File: config.mk
export PLATFORM = sky130hd
export DESIGN_NAME = identifier_number_lexer_core
export DESIGN_NICKNAME = d
export VERILOG_FILES = /design/src/idnl_pkg.sv /design/src/identifier_number_lexer_core.sv /design/src/idnl_scan.sv /design/src/idnl_res_fifo.sv
export SDC_FILE = /design/constraint.sdc
export NUM_CORES = 1
export LEC_CHECK = 0
export ABC_CLOCK_PERIOD_IN_PS = 3900
export BUFFER_PORTS_ARGS = -buffer_cell sky130_fd_sc_hd__buf_4
export CORE_MARGIN = 4
export CORE_UTILIZATION = 45
export DETAILED_ROUTE_END_ITERATION = 10
export GPL_TIMING_DRIVEN = 0
export PLACE_DENSITY_LB_ADDON = 0.05
export SLEW_MARGIN = 20
export SYNTH_ARGS = -nofsm -noshare
export SYNTH_HDL_FRONTEND = slang
export SYNTH_SLANG_ARGS = --single-unit
File: constraint.sdc
create_clock -name i_clk -period 3.9 [get_ports i_clk]
set_input_delay 0.78 -clock i_clk [delete_from_list [all_inputs] [get_ports i_clk]]
set_output_delay 0.78 -clock i_clk [all_outputs]
set_load 0.05 [all_outputs]
File: src/idnl_pkg.sv
`timescale 1ns / 1ps

package idnl_pkg;

    localparam int MAX_LEXEME_DEF = 64;
    localparam int RES_DEPTH_DEF  = 4;
    localparam int LEN_W          = 7;
    localparam int LINE_W         = 16;

    localparam logic [7:0] CH_TILDE      = 8'h7E;
    localparam logic [7:0] CH_UNDERSCORE = 8'h5F;
    localparam logic [7:0] CH_NEWLINE    = 8'h0A;

    typedef enum logic [1:0] {
        MODE_IDLE    = 2'd0,
        MODE_COMMENT = 2'd1,
        MODE_IDENT   = 2'd2,
        MODE_NUMBER  = 2'd3
    } t_mode;

    typedef enum logic [1:0] {
        EV_ID_CHAR  = 2'd0,
        EV_NUM_CHAR = 2'd1,
        EV_ID_END   = 2'd2,
        EV_NUM_END  = 2'd3
    } t_event;

    typedef enum logic [1:0] {
        ERR_NONE       = 2'd0,
        ERR_DOUBLE_US  = 2'd1,
        ERR_TRAILING   = 2'd2,
        ERR_TOO_LONG   = 2'd3
    } t_err;

    typedef struct packed {
        t_event              ev;
        logic [7:0]          ch;
        logic [LEN_W-1:0]    len;
        logic [LINE_W-1:0]   line;
        t_err                err;
        logic                last;
    } t_result;

    typedef struct packed {
        logic [1:0] count;
        t_result    first;
        t_result    second;
    } t_step;

endpackage

File: src/identifier_number_lexer_core.sv
`timescale 1ns / 1ps
// Path: a character request is captured in the input register at the edge that accepts it, is
// scanned once the result queue has room for two results, and its results enter that queue.
// Throughput: one character per cycle while the result queue has room for two results; a character
// that yields two results (a token end and a new character) writes both; the queue sets the rate.
// Reset is synchronous and active low: scanner idle, line counter at one, queue empty.

module identifier_number_lexer_core #(
    parameter int MAX_LEXEME = idnl_pkg::MAX_LEXEME_DEF,
    parameter int RES_DEPTH  = idnl_pkg::RES_DEPTH_DEF
) (
    input  logic                            i_clk,
    input  logic                            i_rst_n,
    input  logic                            i_in_valid,
    output logic                            o_in_ready,
    input  logic [7:0]                      i_char_in,
    input  logic                            i_end_of_text,
    output logic                            o_out_valid,
    input  logic                            i_out_ready,
    output logic [1:0]                      o_event_res,
    output logic [7:0]                      o_char_out,
    output logic [idnl_pkg::LEN_W-1:0]      o_token_length,
    output logic [idnl_pkg::LINE_W-1:0]     o_line_number,
    output logic [1:0]                      o_error_code,
    output logic                            o_last
);

    logic               r_in_valid;
    logic [7:0]         r_char;
    logic               r_eot;
    logic               w_room2;
    logic               w_step;
    idnl_pkg::t_step    w_scan;
    idnl_pkg::t_result  w_head;

    assign w_step     = r_in_valid && w_room2;
    assign o_in_ready = !r_in_valid || w_step;

    always_ff @(posedge i_clk) begin
        if (!i_rst_n) begin
            r_in_valid <= 1'b0;
        end else if (o_in_ready) begin
            r_in_valid <= i_in_valid;
        end
    end

    always_ff @(posedge i_clk) begin
        if (o_in_ready && i_in_valid) begin
            r_char <= i_char_in;
            r_eot  <= i_end_of_text;
        end
    end

    idnl_scan #(
        .MAX_LEXEME (MAX_LEXEME)
    ) u_scan (
        .i_clk   (i_clk),
        .i_rst_n (i_rst_n),
        .i_step  (w_step),
        .i_char  (r_char),
        .i_eot   (r_eot),
        .o_step  (w_scan)
    );

    idnl_res_fifo #(
        .DEPTH (RES_DEPTH)
    ) u_res_fifo (
        .i_clk      (i_clk),
        .i_rst_n    (i_rst_n),
        .i_push_cnt (w_step ? w_scan.count : 2'd0),
        .i_data0    (w_scan.first),
        .i_data1    (w_scan.second),
        .o_room2    (w_room2),
        .o_valid    (o_out_valid),
        .o_data     (w_head),
        .i_ready    (i_out_ready)
    );

    assign o_event_res    = w_head.ev;
    assign o_char_out     = w_head.ch;
    assign o_token_length = w_head.len;
    assign o_line_number  = w_head.line;
    assign o_error_code   = w_head.err;
    assign o_last         = w_head.last;

endmodule

File: src/idnl_scan.sv
`timescale 1ns / 1ps

module idnl_scan #(
    parameter int MAX_LEXEME = idnl_pkg::MAX_LEXEME_DEF
) (
    input  logic               i_clk,
    input  logic               i_rst_n,
    input  logic               i_step,
    input  logic [7:0]         i_char,
    input  logic               i_eot,
    output idnl_pkg::t_step    o_step
);

    localparam logic [idnl_pkg::LEN_W-1:0] MAX_LEN = idnl_pkg::LEN_W'(MAX_LEXEME);
    localparam logic [idnl_pkg::LINE_W-1:0] LINE_MAX = '1;

    idnl_pkg::t_mode                r_mode, n_mode;
    logic [idnl_pkg::LINE_W-1:0]    r_line, n_line;
    logic [idnl_pkg::LEN_W-1:0]     r_len, n_len;
    logic                           r_us, n_us;
    logic                           r_ovf, n_ovf;

    logic                           w_letter, w_digit, w_us, w_nl, w_tilde, w_keep_ok;
    idnl_pkg::t_mode                w_idle_mode;

    logic                           e_valid;
    logic [idnl_pkg::LEN_W-1:0]     e_len;
    idnl_pkg::t_err                 e_err;
    logic                           c_valid;
    logic                           c_first;
    logic                           idle_pass;
    logic                           line_inc;
    idnl_pkg::t_result              c_res, e_res;
    logic                           first_is_char;

    assign w_letter  = (i_char >= 8'h41 && i_char <= 8'h5A) ||
                       (i_char >= 8'h61 && i_char <= 8'h7A);
    assign w_digit   = (i_char >= 8'h30 && i_char <= 8'h39);
    assign w_us      = (i_char == idnl_pkg::CH_UNDERSCORE);
    assign w_nl      = (i_char == idnl_pkg::CH_NEWLINE);
    assign w_tilde   = (i_char == idnl_pkg::CH_TILDE);
    assign w_keep_ok = (r_len < MAX_LEN);

    always_comb begin
        if (w_tilde) begin
            w_idle_mode = idnl_pkg::MODE_COMMENT;
        end else if (w_digit) begin
            w_idle_mode = idnl_pkg::MODE_NUMBER;
        end else if (w_letter) begin
            w_idle_mode = idnl_pkg::MODE_IDENT;
        end else begin
            w_idle_mode = idnl_pkg::MODE_IDLE;
        end
    end

    always_comb begin
        n_mode = r_mode;
        if (i_eot) begin
            n_mode = idnl_pkg::MODE_IDLE;
        end else begin
            case (r_mode)
                idnl_pkg::MODE_COMMENT: begin
                    if (w_nl) begin
                        n_mode = idnl_pkg::MODE_IDLE;
                    end
                end
                idnl_pkg::MODE_IDENT: begin
                    if (w_us && r_us) begin
                        n_mode = idnl_pkg::MODE_IDLE;
                    end else if (!(w_letter || w_digit || w_us)) begin
                        n_mode = w_idle_mode;
                    end
                end
                idnl_pkg::MODE_NUMBER: begin
                    if (!w_digit) begin
                        n_mode = w_idle_mode;
                    end
                end
                default: begin
                    n_mode = w_idle_mode;
                end
            endcase
        end
    end

    always_comb begin
        n_len     = r_len;
        n_us      = r_us;
        n_ovf     = r_ovf;
        e_valid   = 1'b0;
        e_len     = r_len;
        e_err     = idnl_pkg::ERR_NONE;
        c_valid   = 1'b0;
        c_first   = 1'b0;
        idle_pass = 1'b0;
        line_inc  = 1'b0;
        if (i_eot) begin
            if (r_mode == idnl_pkg::MODE_IDENT || r_mode == idnl_pkg::MODE_NUMBER) begin
                e_valid = 1'b1;
                if (r_ovf) begin
                    e_err = idnl_pkg::ERR_TOO_LONG;
                end else if (r_mode == idnl_pkg::MODE_IDENT && r_us) begin
                    e_err = idnl_pkg::ERR_TRAILING;
                end
            end
            n_len = '0;
            n_us  = 1'b0;
            n_ovf = 1'b0;
        end else begin
            case (r_mode)
                idnl_pkg::MODE_COMMENT: begin
                    line_inc = w_nl;
                end
                idnl_pkg::MODE_IDENT: begin
                    if (w_us && r_us) begin
                        c_first = 1'b1;
                        c_valid = w_keep_ok;
                        e_valid = 1'b1;
                        e_len   = w_keep_ok ? r_len + idnl_pkg::LEN_W'(1) : r_len;
                        e_err   = (r_ovf || !w_keep_ok) ? idnl_pkg::ERR_TOO_LONG
                                                        : idnl_pkg::ERR_DOUBLE_US;
                        n_len   = '0;
                        n_us    = 1'b0;
                        n_ovf   = 1'b0;
                    end else if (w_letter || w_digit || w_us) begin
                        if (w_keep_ok) begin
                            c_valid = 1'b1;
                            n_len   = r_len + idnl_pkg::LEN_W'(1);
                        end else begin
                            n_ovf = 1'b1;
                        end
                        n_us = w_us;
                    end else begin
                        e_valid = 1'b1;
                        if (r_ovf) begin
                            e_err = idnl_pkg::ERR_TOO_LONG;
                        end else if (r_us) begin
                            e_err = idnl_pkg::ERR_TRAILING;
                        end
                        idle_pass = 1'b1;
                    end
                end
                idnl_pkg::MODE_NUMBER: begin
                    if (w_digit) begin
                        if (w_keep_ok) begin
                            c_valid = 1'b1;
                            n_len   = r_len + idnl_pkg::LEN_W'(1);
                        end else begin
                            n_ovf = 1'b1;
                        end
                    end else begin
                        e_valid = 1'b1;
                        if (r_ovf) begin
                            e_err = idnl_pkg::ERR_TOO_LONG;
                        end
                        idle_pass = 1'b1;
                    end
                end
                default: begin
                    idle_pass = 1'b1;
                end
            endcase
            if (idle_pass) begin
                n_len = '0;
                n_us  = 1'b0;
                n_ovf = 1'b0;
                if (w_nl) begin
                    line_inc = 1'b1;
                end else if (w_letter || w_digit) begin
                    c_valid = 1'b1;
                    n_len   = idnl_pkg::LEN_W'(1);
                end
            end
        end
        n_line = (line_inc && r_line != LINE_MAX) ? r_line + idnl_pkg::LINE_W'(1) : r_line;
    end

    always_comb begin
        c_res      = '0;
        c_res.ch   = i_char;
        c_res.line = r_line;
        c_res.err  = idnl_pkg::ERR_NONE;
        if (idle_pass) begin
            c_res.ev = w_digit ? idnl_pkg::EV_NUM_CHAR : idnl_pkg::EV_ID_CHAR;
        end else begin
            c_res.ev = (r_mode == idnl_pkg::MODE_IDENT) ? idnl_pkg::EV_ID_CHAR
                                                        : idnl_pkg::EV_NUM_CHAR;
        end
        e_res      = '0;
        e_res.ev   = (r_mode == idnl_pkg::MODE_IDENT) ? idnl_pkg::EV_ID_END
                                                      : idnl_pkg::EV_NUM_END;
        e_res.len  = e_len;
        e_res.line = r_line;
        e_res.err  = e_err;

        first_is_char       = c_valid && (c_first || !e_valid);
        o_step.count        = {1'b0, c_valid} + {1'b0, e_valid};
        o_step.first        = first_is_char ? c_res : e_res;
        o_step.second       = first_is_char ? e_res : c_res;
        o_step.first.last   = !(c_valid && e_valid);
        o_step.second.last  = 1'b1;
    end

    always_ff @(posedge i_clk) begin
        if (!i_rst_n) begin
            r_mode <= idnl_pkg::MODE_IDLE;
            r_line <= idnl_pkg::LINE_W'(1);
            r_len  <= '0;
            r_us   <= 1'b0;
            r_ovf  <= 1'b0;
        end else if (i_step) begin
            r_mode <= n_mode;
            r_line <= n_line;
            r_len  <= n_len;
            r_us   <= n_us;
            r_ovf  <= n_ovf;
        end
    end

endmodule

File: src/idnl_res_fifo.sv
`timescale 1ns / 1ps

module idnl_res_fifo #(
    parameter int DEPTH = idnl_pkg::RES_DEPTH_DEF
) (
    input  logic                i_clk,
    input  logic                i_rst_n,
    input  logic [1:0]          i_push_cnt,
    input  idnl_pkg::t_result   i_data0,
    input  idnl_pkg::t_result   i_data1,
    output logic                o_room2,
    output logic                o_valid,
    output idnl_pkg::t_result   o_data,
    input  logic                i_ready
);

    localparam int PTR_W = (DEPTH > 1) ? $clog2(DEPTH) : 1;
    localparam int CNT_W = $clog2(DEPTH + 1);

    idnl_pkg::t_result  r_mem [DEPTH];
    logic [PTR_W-1:0]   r_wr, n_wr;
    logic [PTR_W-1:0]   r_rd, n_rd;
    logic [CNT_W-1:0]   r_count, n_count;
    logic [PTR_W-1:0]   w_wr1;
    logic               w_pop;

    function automatic logic [PTR_W-1:0] ptr_inc(input logic [PTR_W-1:0] p);
        ptr_inc = (p == PTR_W'(DEPTH - 1)) ? '0 : p + PTR_W'(1);
    endfunction

    assign w_wr1   = ptr_inc(r_wr);
    assign o_valid = (r_count != '0);
    assign o_data  = r_mem[r_rd];
    assign w_pop   = o_valid && i_ready;
    assign o_room2 = (r_count <= CNT_W'(DEPTH - 2));

    always_comb begin
        case (i_push_cnt)
            2'd1:    n_wr = w_wr1;
            2'd2:    n_wr = ptr_inc(w_wr1);
            default: n_wr = r_wr;
        endcase
        n_rd    = w_pop ? ptr_inc(r_rd) : r_rd;
        n_count = r_count + CNT_W'(i_push_cnt) - CNT_W'(w_pop);
    end

    always_ff @(posedge i_clk) begin
        if (i_push_cnt != 2'd0) begin
            r_mem[r_wr] <= i_data0;
        end
        if (i_push_cnt == 2'd2) begin
            r_mem[w_wr1] <= i_data1;
        end
    end

    always_ff @(posedge i_clk) begin
        if (!i_rst_n) begin
            r_wr    <= '0;
            r_rd    <= '0;
            r_count <= '0;
        end else begin
            r_wr    <= n_wr;
            r_rd    <= n_rd;
            r_count <= n_count;
        end
    end

endmodule

==> run_results.csv <==
group,metric,value,unit
power_and_ir_drop,leakage_component_of_the_power,3.50,nW
critical_path,crit_path_start_kind,"flip-flop",
synthesis,synth_edf_count,149,
floorplan,design.portCount,51,
drt,met1_length,8860,um
timing,timing_hold_violations_final,0,
global_route,grt_start_max_net_pins,45,
drt,num_vias,5579,
drt,drc,0,
final_layout,area_delta_synth_final,16.5,%
final_layout,most_frequent_standard_cell_in_the_layout_excluding_fill_and_tap_cells,"edfxtp_1",
final_layout,post_route_cells_drive_above_1_share,0.209,
run,max-cap-violations,0,
timing,relSlewSlack,0.441,
critical_path,path_class,"reg2reg",
power_and_ir_drop,ir_worst_vdd,0.309,mV
drt,met3_length,627,um
timing,worst_clock_skew,0.00972,ns
timing,setup-violations-final,0,
synthesis,ys.warnings.count,0,
cts,clk_root_buffer_cell,"clkbuf_16",
place,port-buffer-count,50,
drt,routed_via_density,5.39,
worst_hold_path,min-delay-path-class,"reg2reg",
timing,layout_min_cycle_time,3.69,ns
synthesis,yosysSeqAreaShare,0.587,
synthesis,syn-mean-instance-area,13.2,um^2
critical_path,crit_arrival,3.79,ns
floorplan,core_area,0.0196,mm^2
drt,drtIter0Drc,203,
synthesis,ys_types,58,
final_layout,multi_input_comb_area,0.00356,mm^2
final_layout,fin_nets,791,
power_and_ir_drop,power_per_cell_area,483,mW/mm^2
final_layout,most-common-layout-cells,"149 x edfxtp_1, 110 x and2_1, 53 x buf_4, 52 x nor2_1, 41 x dfxtp_1",
cts,worst_skew_pair_latency,0.43,ns
floorplan,start_util,0.460,
place,routabilityCongestion,0.814,
timing,max_freq,271,MHz
cts,hold_buffers,0,
place,hpwlAfterDp,12600,um
power_and_ir_drop,design_power_total,5.08,mW
timing,max_slew_violation_total_from_the_final_report,0,
global_route,grt_pass1_vias,5637,
drt,drt-pass1-iter-count,4,
floorplan,die_width,150,um
cts,clock_sink_count,190,
synthesis,synth-async-reset-ratio,0,
global_route,gr-total-overflow,0,
final_layout,utilization,0.536,
synthesis,postSynthNetCount,717,
synthesis,synth_area,0.00901,mm^2
cts,cts_buffers,17,
critical_path,crit_fanout,22,
cts,clkSlewWorstSetupHoldPaths,0.07,ns
floorplan,floorplan_row_count,51,
cts,clock_tree_from_tritoncts,"built",
final_layout,diodes,0,
global_route,grt_antenna_before_repair,0,
cts,cts.htree.levels,4,
critical_path,required,4.00,ns
final_layout,register_area,0.00530,mm^2
global_route,wire_length_of_the_first_global_routing_pass,30700,um
drt,finalWirelength,19600,um
final_layout,n_fill_cell,1659,
drt,met2RoutedLength,9820,um
synthesis,number_of_cells_produced_by_synthesis,683,
run_status,status,"complete, no violations",
cts,clock_path_buffers,2,
drt,maxUsedRoutingLayer,"met4",
drt,route.detailed.wl_per_inst,19.0,um
floorplan,dieArea,0.0224,mm^2
floorplan,chipHeight,150,um
critical_path,setup.worst_path.end_class,"flip-flop",
drt,antenna_left,0,
timing,fin_crit_sh,0.945,
synthesis,synth-seq-cells,190,
global_route,gr-usage-all-layers,0.181,
synthesis,synth_flop_cell,"edfxtp_1",
timing,tightestPinTransition,0.839,ns
-- cells in the mapped netlist (4+ instances only) --
| library cell | instances | area [um^2] |
|---|---|---|
| edfxtp_1 | 149 | 4470 |
| and2_1 | 110 | 688 |
| nor2_1 | 52 | 195 |
| nand2_1 | 42 | 158 |
| dfxtp_1 | 41 | 821 |
| mux4_2 | 36 | 811 |
| clkbuf_1 | 25 | 93.8 |
| ha_1 | 20 | 250 |
| inv_1 | 19 | 71.3 |
| nand3_1 | 15 | 75.1 |
| xnor2_1 | 15 | 131 |
| nand2b_1 | 14 | 87.6 |
| o21ai_0 | 13 | 65.1 |
| a21oi_1 | 12 | 60.1 |
| and3_1 | 9 | 56.3 |
| nor3_1 | 7 | 35.0 |
| o211ai_1 | 7 | 52.6 |
| a32o_1 | 6 | 60.1 |
| or3_1 | 6 | 37.5 |
| a21boi_0 | 5 | 37.5 |
| a21o_1 | 5 | 37.5 |
| buf_6 | 5 | 56.3 |
| o2bb2ai_1 | 5 | 43.8 |
| mux2_4 | 4 | 60.1 |
| mux2i_1 | 4 | 40.0 |
| mux2i_2 | 4 | 55.1 |
| nand4_1 | 4 | 25.0 |
| nor2b_1 | 4 | 25.0 |
| xor2_1 | 4 | 35.0 |
-- power by group --
| part | switching [mW] | internal (mW) | leakage, nW |
|---|---|---|---|
| sequential | 0.0356 | 2.22 | 1.57 |
| combinational | 0.698 | 0.409 | 1.66 |
| clock | 0.761 | 0.951 | 0.272 |
| total | 1.49 | 3.58 | 3.50 |
-- registers in the layout, indices dropped and copies added, names as in the netlist, 2 cells and up, named ones only --
register and cells:
r_char 8, u_scan.r_line 16, u_res_fifo.r_mem 144, u_res_fifo.r_count 3, u_res_fifo.r_wr 2, u_scan.r_len 7, u_scan.r_mode 2, u_res_fifo.r_rd 2
-- timing repair --
| item | in CTS | in global routing |
|---|---|---|
| gates cloned | 1 | 1 |
| buffers inserted | 0 | 3 |
| resized for setup | 16 | 21 |
| endpoints found under the setup margin | 221 | 245 |
-- through the flow --
stage               hold slack [ns]  TNS (ns)  worst slack, ns  cells  cell area, um^2
floorplan                     0.449         0            0.289    683             9020
global placement              0.460   -134.79            -1.01    998             9730
detailed placement            0.477    -77.29           -0.721    998             9740
CTS                           0.492    -0.175          -0.0169   1031            10400
global route                  0.497   -0.0101          -0.0101   1035            10500
finish                        0.484         0            0.214   1035            10500
-- worst max-delay path: stages (launching register included) --
cell	delay, ns
edfxtp_1	0.39
clkbuf_2	0.22
o41a_4	0.58
o2111ai_2	0.26
o221ai_2	0.15
nor2b_1	0.16
ha_1	0.30
nand2_1	0.15
ha_1	0.23
clkbuf_2	0.27
nand2_4	0.13
nand2_4	0.18
buf_6	0.33
-- layout make-up --
cell class,count,area share
Multi-Input combinational cell,440,0.339
Tap cell,265,0.0316
Clock buffer,20,0.0416
Inverter,19,0.00679
Buffer,34,0.0239
Timing Repair Buffer,55,0.0404
Clock inverter,12,0.0131
Sequential cell,190,0.504
-- path summary, 6_finish.rpt --
check                                                    startpoint  slack [ns]  depth (start not counted)                                   to
worst max register to register                  r_char[6]$_DFFE_PP_        0.21                         12     u_res_fifo.r_mem[1][4]$_DFFE_PP_
worst max-delay path                            r_char[6]$_DFFE_PP_        0.21                         12     u_res_fifo.r_mem[1][4]$_DFFE_PP_
worst min-delay path            u_res_fifo.r_mem[3][0]$_SDFFE_PP1N_        0.48                          2  u_res_fifo.r_mem[3][0]$_SDFFE_PP1N_
worst min register to register  u_res_fifo.r_mem[3][0]$_SDFFE_PP1N_        0.48                          2  u_res_fifo.r_mem[3][0]$_SDFFE_PP1N_
-- cell families (layout without fill, tap and decap cells) --
group,count (synthesis),after routing,share of synthesized area
fa+ha+maj,21,21,0.0300
compound gates,74,74,0.0637
buf+inv,53,140,0.0265
flops,190,190,0.587
mux,48,48,0.107
simple gates,278,278,0.167
xor+xnor,19,19,0.0185
-- layer usage --
layer  vias to the layer above  GRT usage
met2                       106      0.306
li1                       2666          -
met1                      2781      0.238
met4                         0     0.0581
met5                         -          0
met3                        26     0.0330
Power figures use the tool's default switching activity.
